`config.mk`:
```
export PLATFORM = sky130hd
export DESIGN_NAME = md4_block_hash_unit
export DESIGN_NICKNAME = d
export VERILOG_FILES = /design/src/rtl/core/md4bh_pkg.sv /design/src/rtl/core/md4bh_round.sv /design/src/rtl/core/md4_block_hash_unit.sv
export SDC_FILE = /design/constraint.sdc
export NUM_CORES = 2
export LEC_CHECK = 0
export ABC_AREA = 1
export BUFFER_PORTS_ARGS = -buffer_cell sky130_fd_sc_hd__buf_4
export CAP_MARGIN = 30
export CELL_PAD_IN_SITES_DETAIL_PLACEMENT = 1
export CELL_PAD_IN_SITES_GLOBAL_PLACEMENT = 1
export CORE_ASPECT_RATIO = 0.7
export CORE_UTILIZATION = 29
export DETAILED_ROUTE_END_ITERATION = 6
export PLACE_DENSITY = 0.53
export SYNTH_ARGS = -nofsm -noshare
export SYNTH_HDL_FRONTEND = slang
export SYNTH_HIERARCHICAL = 1
export SYNTH_SLANG_ARGS = --single-unit
```
`constraint.sdc`:
```
create_clock -name clk -period 9.96 [get_ports clk]
set_clock_uncertainty 0.15 [all_clocks]
set_input_delay 0.996 -clock clk [delete_from_list [all_inputs] [get_ports clk]]
set_output_delay 0.996 -clock clk [all_outputs]
set_load 0.02 [all_outputs]
```
`src/rtl/core/md4bh_pkg.sv`:
```
// ----------------------------------------------------------------------------
// md4bh_pkg
// constants, types and round helper functions of the md4 block hash unit
// ----------------------------------------------------------------------------
package md4bh_pkg;

    localparam int WORD_W       = 32;
    localparam int BLOCK_WORDS  = 16;
    localparam int WADDR_W      = $clog2(BLOCK_WORDS);
    localparam int ROUNDS       = 48;
    localparam int RND_W        = $clog2(ROUNDS);
    localparam int DIGEST_WORDS = 4;
    localparam int DIDX_W       = $clog2(DIGEST_WORDS);

    localparam logic [WORD_W-1:0] IV_A    = 32'h67452301;
    localparam logic [WORD_W-1:0] IV_B    = 32'hEFCDAB89;
    localparam logic [WORD_W-1:0] IV_C    = 32'h98BADCFE;
    localparam logic [WORD_W-1:0] IV_D    = 32'h10325476;
    localparam logic [WORD_W-1:0] K_TWO   = 32'h5A827999;
    localparam logic [WORD_W-1:0] K_THREE = 32'h6ED9EBA1;

    localparam logic [1:0] GRP_F = 2'd0;
    localparam logic [1:0] GRP_G = 2'd1;
    localparam logic [1:0] GRP_H = 2'd2;

    typedef struct packed {
        logic [WORD_W-1:0] a;
        logic [WORD_W-1:0] b;
        logic [WORD_W-1:0] c;
        logic [WORD_W-1:0] d;
    } work_t;

    // buffer slot that a round reads
    function automatic logic [WADDR_W-1:0] msg_index(input logic [RND_W-1:0] rnd);
        logic [3:0] i;
        begin
            i = rnd[3:0];
            case (rnd[5:4])
                GRP_F:   msg_index = i;
                GRP_G:   msg_index = {i[1:0], i[3:2]};
                GRP_H:   msg_index = {i[0], i[1], i[2], i[3]};
                default: msg_index = '0;
            endcase
        end
    endfunction

    function automatic logic [4:0] round_shift(input logic [RND_W-1:0] rnd);
        logic [1:0] j;
        begin
            j = rnd[1:0];
            case (rnd[5:4])
                GRP_F:
                begin
                    case (j)
                        2'd0:    round_shift = 5'd3;
                        2'd1:    round_shift = 5'd7;
                        2'd2:    round_shift = 5'd11;
                        default: round_shift = 5'd19;
                    endcase
                end
                GRP_G:
                begin
                    case (j)
                        2'd0:    round_shift = 5'd3;
                        2'd1:    round_shift = 5'd5;
                        2'd2:    round_shift = 5'd9;
                        default: round_shift = 5'd13;
                    endcase
                end
                default:
                begin
                    case (j)
                        2'd0:    round_shift = 5'd3;
                        2'd1:    round_shift = 5'd9;
                        2'd2:    round_shift = 5'd11;
                        default: round_shift = 5'd15;
                    endcase
                end
            endcase
        end
    endfunction

    function automatic logic [WORD_W-1:0] round_const(input logic [RND_W-1:0] rnd);
        begin
            case (rnd[5:4])
                GRP_F:   round_const = '0;
                GRP_G:   round_const = K_TWO;
                default: round_const = K_THREE;
            endcase
        end
    endfunction

    function automatic logic [WORD_W-1:0] rotl(input logic [WORD_W-1:0] v,
                                               input logic [4:0] s);
        logic [2*WORD_W-1:0] t;
        begin
            t    = {{WORD_W{1'b0}}, v} << s;
            rotl = t[2*WORD_W-1:WORD_W] | t[WORD_W-1:0];
        end
    endfunction

endpackage

```
`src/rtl/core/md4bh_round.sv`:
```
// ----------------------------------------------------------------------------
// md4bh_round
// one md4 round: boolean mix, four-term add, rotate and register rotation
// ----------------------------------------------------------------------------
module md4bh_round
    import md4bh_pkg::*;
(
    input  logic [RND_W-1:0]  rnd,
    input  work_t             cur,
    input  logic [WORD_W-1:0] w,
    output work_t             nxt
);

    logic [WORD_W-1:0] f;
    logic [WORD_W-1:0] sum;

    always_comb
    begin
        case (rnd[5:4])
            GRP_F:   f = (cur.b & cur.c) | (~cur.b & cur.d);
            GRP_G:   f = (cur.b & cur.c) | (cur.b & cur.d) | (cur.c & cur.d);
            default: f = cur.b ^ cur.c ^ cur.d;
        endcase
    end

    assign sum = cur.a + f + w + round_const(rnd);

    // target moves a, d, c, b: rotate the names instead of the data path
    always_comb
    begin
        nxt.a = cur.d;
        nxt.b = rotl(sum, round_shift(rnd));
        nxt.c = cur.b;
        nxt.d = cur.c;
    end

endmodule

```
`src/rtl/core/md4_block_hash_unit.sv`:
```
// the first digest word is registered by the ST_FIN chain update that follows the compression
// rounds after the transfer of the final 16th word; they run one per cycle on the shared
//   round unit fed by the buffer read port
// words are not taken during compression; digest words drain while the next block loads
// reset clears control and loads the md4 initial values; the block buffer is undefined
// ----------------------------------------------------------------------------
// md4_block_hash_unit
// md4 compression over host-padded 32-bit words, emits digest a, b, c, d
// ----------------------------------------------------------------------------
module md4_block_hash_unit
    import md4bh_pkg::*;
(
    input  logic                clk,
    input  logic                rst_n,
    input  logic                in_valid,
    output logic                in_ready,
    input  logic [WORD_W-1:0]   message_word,
    input  logic                start_message,
    input  logic                final_block,
    output logic                out_valid,
    input  logic                out_ready,
    output logic [WORD_W-1:0]   digest_word,
    output logic [DIDX_W-1:0]   digest_index,
    output logic                last_digest_word
);

    typedef enum logic [2:0] {
        ST_LOAD = 3'b001,
        ST_COMP = 3'b010,
        ST_FIN  = 3'b100
    } state_t;

    state_t             state_reg, state_next;
    logic [WADDR_W-1:0] wcount_reg, wcount_next;
    logic [RND_W-1:0]   rnd_reg, rnd_next;
    logic               final_reg, final_next;
    work_t              chain_reg, chain_next;
    work_t              work_reg, work_next;
    work_t              round_out;

    logic [WORD_W-1:0]  buf_mem [BLOCK_WORDS];
    logic [WADDR_W-1:0] wr_addr;
    logic [WADDR_W-1:0] rd_addr;
    logic [WORD_W-1:0]  rd_data_reg;
    logic               in_xfer;
    logic               out_xfer;
    logic               snap;

    logic [WORD_W-1:0]  dig_reg [DIGEST_WORDS];
    logic               out_valid_reg, out_valid_next;
    logic [DIDX_W-1:0]  didx_reg, didx_next;

    assign in_ready = (state_reg == ST_LOAD);
    assign in_xfer  = in_valid & in_ready;
    assign out_xfer = out_valid_reg & out_ready;
    assign wr_addr  = start_message ? '0 : wcount_reg;

    // while loading, keep slot zero on the read port so round zero finds it
    assign rd_addr = (state_reg == ST_COMP) ? msg_index(rnd_reg + 1'b1) : msg_index('0);

    always_ff @(posedge clk)
    begin
        if (in_xfer)
        begin
            buf_mem[wr_addr] <= message_word;
        end
        rd_data_reg <= buf_mem[rd_addr];
    end

    md4bh_round u_round (
        .rnd (rnd_reg),
        .cur (work_reg),
        .w   (rd_data_reg),
        .nxt (round_out)
    );

    // final block waits here while an earlier digest still drains
    assign snap = (state_reg == ST_FIN) && final_reg && !out_valid_reg;

    always_comb
    begin
        state_next  = state_reg;
        wcount_next = wcount_reg;
        rnd_next    = rnd_reg;
        final_next  = final_reg;
        chain_next  = chain_reg;
        work_next   = work_reg;
        case (state_reg)
            ST_LOAD:
            begin
                if (in_xfer)
                begin
                    if (start_message)
                    begin
                        chain_next = '{a: IV_A, b: IV_B, c: IV_C, d: IV_D};
                    end
                    wcount_next = wr_addr + 1'b1;
                    if (wr_addr == WADDR_W'(BLOCK_WORDS - 1))
                    begin
                        final_next = final_block;
                        work_next  = start_message ?
                                     '{a: IV_A, b: IV_B, c: IV_C, d: IV_D} : chain_reg;
                        rnd_next   = '0;
                        state_next = ST_COMP;
                    end
                end
            end
            ST_COMP:
            begin
                work_next = round_out;
                rnd_next  = rnd_reg + 1'b1;
                if (rnd_reg == RND_W'(ROUNDS - 1))
                begin
                    state_next = ST_FIN;
                end
            end
            ST_FIN:
            begin
                if (!final_reg || !out_valid_reg)
                begin
                    chain_next.a = chain_reg.a + work_reg.a;
                    chain_next.b = chain_reg.b + work_reg.b;
                    chain_next.c = chain_reg.c + work_reg.c;
                    chain_next.d = chain_reg.d + work_reg.d;
                    state_next   = ST_LOAD;
                end
            end
            default:
            begin
                state_next = ST_LOAD;
            end
        endcase
    end

    always_comb
    begin
        out_valid_next = out_valid_reg;
        didx_next      = didx_reg;
        if (snap)
        begin
            out_valid_next = 1'b1;
            didx_next      = '0;
        end
        else if (out_xfer)
        begin
            didx_next = didx_reg + 1'b1;
            if (didx_reg == DIDX_W'(DIGEST_WORDS - 1))
            begin
                out_valid_next = 1'b0;
            end
        end
    end

    always_ff @(posedge clk or negedge rst_n)
    begin
        if (!rst_n)
        begin
            state_reg     <= ST_LOAD;
            wcount_reg    <= '0;
            rnd_reg       <= '0;
            final_reg     <= 1'b0;
            chain_reg     <= '{a: IV_A, b: IV_B, c: IV_C, d: IV_D};
            out_valid_reg <= 1'b0;
            didx_reg      <= '0;
        end
        else
        begin
            state_reg     <= state_next;
            wcount_reg    <= wcount_next;
            rnd_reg       <= rnd_next;
            final_reg     <= final_next;
            chain_reg     <= chain_next;
            out_valid_reg <= out_valid_next;
            didx_reg      <= didx_next;
        end
    end

    // digest words shift toward slot zero on each output transfer
    always_ff @(posedge clk)
    begin
        work_reg <= work_next;
        if (snap)
        begin
            dig_reg[0] <= chain_next.a;
            dig_reg[1] <= chain_next.b;
            dig_reg[2] <= chain_next.c;
            dig_reg[3] <= chain_next.d;
        end
        else if (out_xfer)
        begin
            for (int k = 0; k < DIGEST_WORDS - 1; k++)
            begin
                dig_reg[k] <= dig_reg[k + 1];
            end
        end
    end

    assign out_valid        = out_valid_reg;
    assign digest_word      = dig_reg[0];
    assign digest_index     = didx_reg;
    assign last_digest_word = (didx_reg == DIDX_W'(DIGEST_WORDS - 1));

`ifndef SYNTHESIS
    a_rnd_range: assert property (@(posedge clk) disable iff (!rst_n)
        (state_reg == ST_COMP) |-> (rnd_reg < RND_W'(ROUNDS)))
        else $error("round counter out of range");

    a_block_starts: assert property (@(posedge clk) disable iff (!rst_n)
        (in_xfer && (wr_addr == WADDR_W'(BLOCK_WORDS - 1))) |=> (state_reg == ST_COMP))
        else $error("compression did not start after the sixteenth word");

    a_no_overrun: assert property (@(posedge clk) disable iff (!rst_n)
        (out_valid_reg && !out_ready && (didx_reg != '0)) |=> !$rose(out_valid_reg)
            && $stable(didx_reg))
        else $error("digest overwritten while draining");

    a_comp_no_input: assert property (@(posedge clk) disable iff (!rst_n)
        (state_reg == ST_COMP) |-> !in_ready)
        else $error("buffer writable during compression");
`endif

endmodule

```
After elaboration in Yosys (flattened, before gate mapping)
Memory sizes are Yosys's and may differ from the RTL's. A register that Yosys moved wholly into a read port is not among the register bits.
Index checks and enable logic that the tools add are counted.
{"block": "word_totals", "ff_bits": 273, "ram_bits": 640, "inputBits": 38, "output_inout_bits": 37, "elab_cells": 113, "mem_count": 2}
{"memory": "buf_mem", "words": 16, "word_bits": 32, "rd": 1, "rd_ports_with_merged_regs": 1, "wr": 1, "line_no": "md4_block_hash_unit.sv:41", "source": "logic [WORD_W-1:0] buf_mem [BLOCK_WORDS];"}
{"memory": "dig_reg", "words": 4, "word_bits": 32, "rd": 4, "rd_ports_with_merged_regs": 0, "wr": 4, "line_no": "md4_block_hash_unit.sv:49", "source": "logic [WORD_W-1:0] dig_reg [DIGEST_WORDS];"}
{"block": "classes", "addsub": 10, "n_eq_ne": 15, "shift": 1, "mux": 39, "bitwise": 16, "reduce_logical": 16}
{"cell": "2-to-1 mux 128 bit", "count": 5}
{"cell": "one-hot mux 128 bit (2 select lines)", "count": 2}
{"cell": "adder 32 bit", "count": 6}
{"cell": "AND 32 bit", "count": 4}
{"cell": "bitwise OR 32 bit", "count": 4}
{"cell": "2-to-1 mux 32 bit", "count": 3}
{"cell": "one-hot mux 32 bit (2 select lines)", "count": 1}
{"cell": "<< shifter 32 x 5 -> 64 bit", "count": 1}
{"cell": "bitwise XOR 32 bit", "count": 2}
{"cell": "one-hot mux 31 bit (2 select lines)", "count": 1}
{"cell": "one-hot mux 4 bit (3 select lines)", "count": 3}
{"cell": "adder 32 x 31 -> 32 bit", "count": 1}
{"cell": "NOT 32 bit", "count": 1}
{"cell": "one-hot mux 5 bit (3 select lines)", "count": 1}
{"cell": "2-to-1 mux 3 bit", "count": 4}
{"cell": "2-to-1 mux 6 bit", "count": 2}
{"cell": "one-hot mux 6 bit (2 select lines)", "count": 1}
{"cell": "2-to-1 mux 1 bit", "count": 10}
{"cell": "one-hot mux 5 bit (2 select lines)", "count": 1}
{"cell": "one-hot mux 3 bit (3 select lines)", "count": 1}
{"cell": "2-to-1 mux 4 bit", "count": 2}
{"cell": "inequality test 2 x 1 -> 1 bit (second input constant)", "count": 4}
{"cell": "adder 6 x 1 -> 6 bit (second input constant)", "count": 1}
{"cell": "== test 2 x 1 -> 1 bit (second input constant)", "count": 3}
{"cell": "19 further kinds", "count": 33}

Longest topological paths before layout
{"block": "logic_depth", "depth_word": 10, "mapped_depth": 26, "ltp_nobuf": 25}

Cells and area by module
The synthesis kept the hierarchy.
{"mod": "md4_block_hash_unit", "n_inst": 1, "cells_per_inst": 5086, "area_per_inst_um2": 47297.9, "seq_area_each_um2": 27412.5}
{"mod": "md4bh_round", "n_inst": 1, "cells_per_inst": 1404, "area_per_inst_um2": 8077.7, "seq_area_each_um2": 0.0}

Worst setup path before layout
Ideal clock, no wire load.
{"block": "synth_path", "path_type": "reg-to-reg", "start": "register state_reg[1]", "end": "memory dig_reg[0][0], enable pin", "setup_time_ns": 0.459, "arrival_time_ns": 5.540, "required_time_ns": 9.351, "setup_slack_ns": 3.811, "stages_incl_launch_ff": 6, "n_path_buf": 0, "synth_period_minus_slack_ns": 6.149, "cell_sequence": "dfrtp_1 nor3_4 inv_2 nor3_1 inv_1 nand2_1"}
{"item": "start, declared", "line_no": "md4_block_hash_unit.sv:33", "source": "state_t state_reg, state_next;"}
{"item": "start signal, assigned", "line_no": "md4_block_hash_unit.sv:168", "source": "state_reg <= state_next;"}
{"item": "end, declared", "line_no": "md4_block_hash_unit.sv:49"}

==> impl_results.md <==
* CP Launch Type: register
* Initial antenna violation count at 17
* CP required at 10.26 ns
* Max FFs per register at roughly 500
* Maximum vdd drop at 134 uV
* Pwr dens at 165 nW/um^2
* Most frequent cell after synthesis: nand2_1
* Post-cts resize count at 0
* Ys async rst share at 15.3%
* Initial DRC count at approximately 4300
* Post-synth top area share at 41.6%
* EDFF count, synth at roughly 770
* Final worst path period share at 61.7%
* GPL Wtd Cong at 0.977
* Sequential share of the synthesized area at 49.5%
* Post-CTS setup buffers at 0
* Global-route wire length before repair at 338 mm
* CTS Buffer Depth at 3
* Post-synth cell types at 55
* IO buf count at 74
* Layout overhead on the synthesized area at 10.8%
* CTS Buf Count at 108
* Number of synthesized register bits at ~950
* Top cells by area, synth: edfxtp_1, nand2_1, nand3_1
* H-tree depth at 3
* Vias in the first global route at 45300
* Clock slew at reported path FFs at 0.07 ns
* Ratio of cells with drive above 1 in the final layout at 7.21%
* Via count at 45800
* Mapped cell area at 55400 sq um
* Worst hold-check path type: in2async
* Leak at 26.3 nW
* Clock sink total at 945
* TritonCTS clock tree: done
* DR vias/cell at 5.11
* Max_cap viols at 0
* Die Area at 193000 sq um
* Mean Syn Cell Area at 8.53 sq um
* Worst setup path category: reg2reg
* Overflow after GRT at 0
* Die width at 524 um
* Hold-fix buffers, CTS at 0
* Clock latency on the worst-skew pair at 0.77 ns
* Post-synth top area cell: edfxtp_1
* Most flops, register: buf_mem
* Worst-path fanout max at 25
* Final hold vios at 0
* Setup-failing EPs final at 0
* GRT Total Usage at approximately a quarter
* Synthesized instance count at around 6500
* Core area at 189000 sq um
* Die height at 368 um
* Routed WL per cell at 26.5 um
* Worst EP arrival at 6.45 ns
* Core Rows at approximately 130
* Nature of the critical path endpoint: register
* First drt pass iteration count at 6
* Post-Syn Nets at 6787
* Setup TNS at 0 ns
* Fill cells at 22100
* DP Wirelength at 167 mm
* Initial Util at between 20% and 30%
* DR DRC count at 0
* Fin cells at 8967
* Post-DRT Antenna Nets at 0
* Synth warnings at 6
* IO Pins at 75
* Slew margin rel. at between 20 and 30%
* Routed WL at between 200 and 250 mm
* Post-synth top flop: edfxtp_1
* Worst slew pin tran at 1.08 ns
* Pwr Total at 10.1 mW
* Largest net degree at the start of global routing at 152
* Root buffer cell: clkbuf_16
* Dpl cells at 8755
* Fmax at approximately 160 MHz
* Min cycle time layout at between 6 and 7 ns
* Commonest cells post-synth: nand2_1, inv_1, nand3_1
* Fin nets at ~6700
* Run status: finished, final reports clean
* Final Slew Violations at 0
* RSZ-0062 raised after global routing: false
kinds of logic (layout without fill, tap and decap cells):
kind of cell / count (synthesis) / in the layout / share of synthesized area, %
AOI/OAI and AO/OA: 709 / 709 / 7.17
xor gates and xnor gates: 34 / 34 / 0.538
adders and majority gates: 259 / 259 / 7.09
buffers and inverters: 1218 / 1193 / 9.65
DFF: 945 / 945 / 49.5
muxes: 2 / 2 / 0.0362
other: 0 / 5 / 0
and+or+nand+nor: 3323 / 3323 / 26.0
final cells by class:
type,instances,area [sq um],area share (%)
antenna,5,12.5,0.0204
sequential,945,27400,44.7
clock buffer,136,2840,4.62
tap,2497,3120,5.09
timing repair buffer,153,1240,2.03
clock inverter,69,773,1.26
inverter,835,3150,5.13
multi-input combinational,4327,22800,37.2
power breakdown:
group / total [mW] / switching (mW) / internal, mW
clock: 4.16 / 1.83 / 2.33
combinational: 1.62 / 1.19 / 0.436
sequential: 4.34 / 0.0241 / 4.31
total: 10.1 / 3.04 / 7.08
placed cells by master (no fill, tap or decap), types with 79 or more instances in the layout:
cell type	n
nand3_1	789
nand3b_1	180
o21ai_0	228
nor2_1	599
a31oi_1	79
fa_1	91
dfrtp_1	80
edfxtp_1	768
clkbuf_16	108
inv_1	816
a21oi_1	261
nand2_1	1638
buf_4	145
ha_1	168
critical path, stage by stage (launching register included):
cell	delay, ns
dfrtp_1	0.59
nor2_4	0.74
buf_4	0.36
o21ai_0	0.12
a21oi_1	0.15
nor2_1	0.11
fa_1	0.49
inv_1	0.05
fa_1	0.45
ha_1	0.45
nand2_1	0.17
nor2_1	0.53
nand2_1	0.16
nor2_1	0.13
nand2_1	0.07
nand3_1	0.19
nand3_1	0.16
nand3_1	0.20
nand3_1	0.13
nand3_1	0.12
nand2_1	0.08
nor2_1	0.14
a31oi_1	0.07
final timing paths:
path / startpoint / endpoint / slack (ns) / depth (start not counted)
setup / recovery: rnd_reg[4]$_DFFE_PN0P_ / work_reg[64]$_DFFE_PP_ / 3.81 / 22
hold / removal: rst_n / chain_reg[115]$_DFF_PN0_ / 0.09 / 1
setup reg to reg: rnd_reg[4]$_DFFE_PN0P_ / work_reg[64]$_DFFE_PP_ / 3.81 / 22
hold reg to reg: dig_reg[0][73]$_DFFE_PP_ / dig_reg[0][41]$_DFFE_PP_ / 0.35 / 2
max in group asynchronous: rst_n / state_reg[2]$_DFFE_PN0P_ / 8.16 / 2
min in group clk: final_block / final_reg$_DFFE_PN0P_ / 0.33 / 3
metal layers:
metal / GRT usage [%] / part of all wire (%) / vias up
li1: - / - / 21100
met1: 37.7 / 50 / 23200
met2: 33.6 / 40 / 1305
met3: 6.47 / 8.4 / 210
met4: 4.77 / 2.0 / 4
met5: 0 / 0.011 / -
through the flow:
stage	hold slack [ns]	util, %	instance area, sq um	setup slack (ns)
3_5_place_dp	0.358	30.6	57700	3.99
3_3_place_gp	0.350	30.5	57600	3.95
4_1_cts	0.0775	32.5	61300	3.99
2_1_floorplan	0.330	-	55400	3.81
5_1_grt	0.105	32.5	61400	3.62
6_report	0.0895	32.5	61400	3.81
Note: power is estimated with default switching activity, not from simulation.
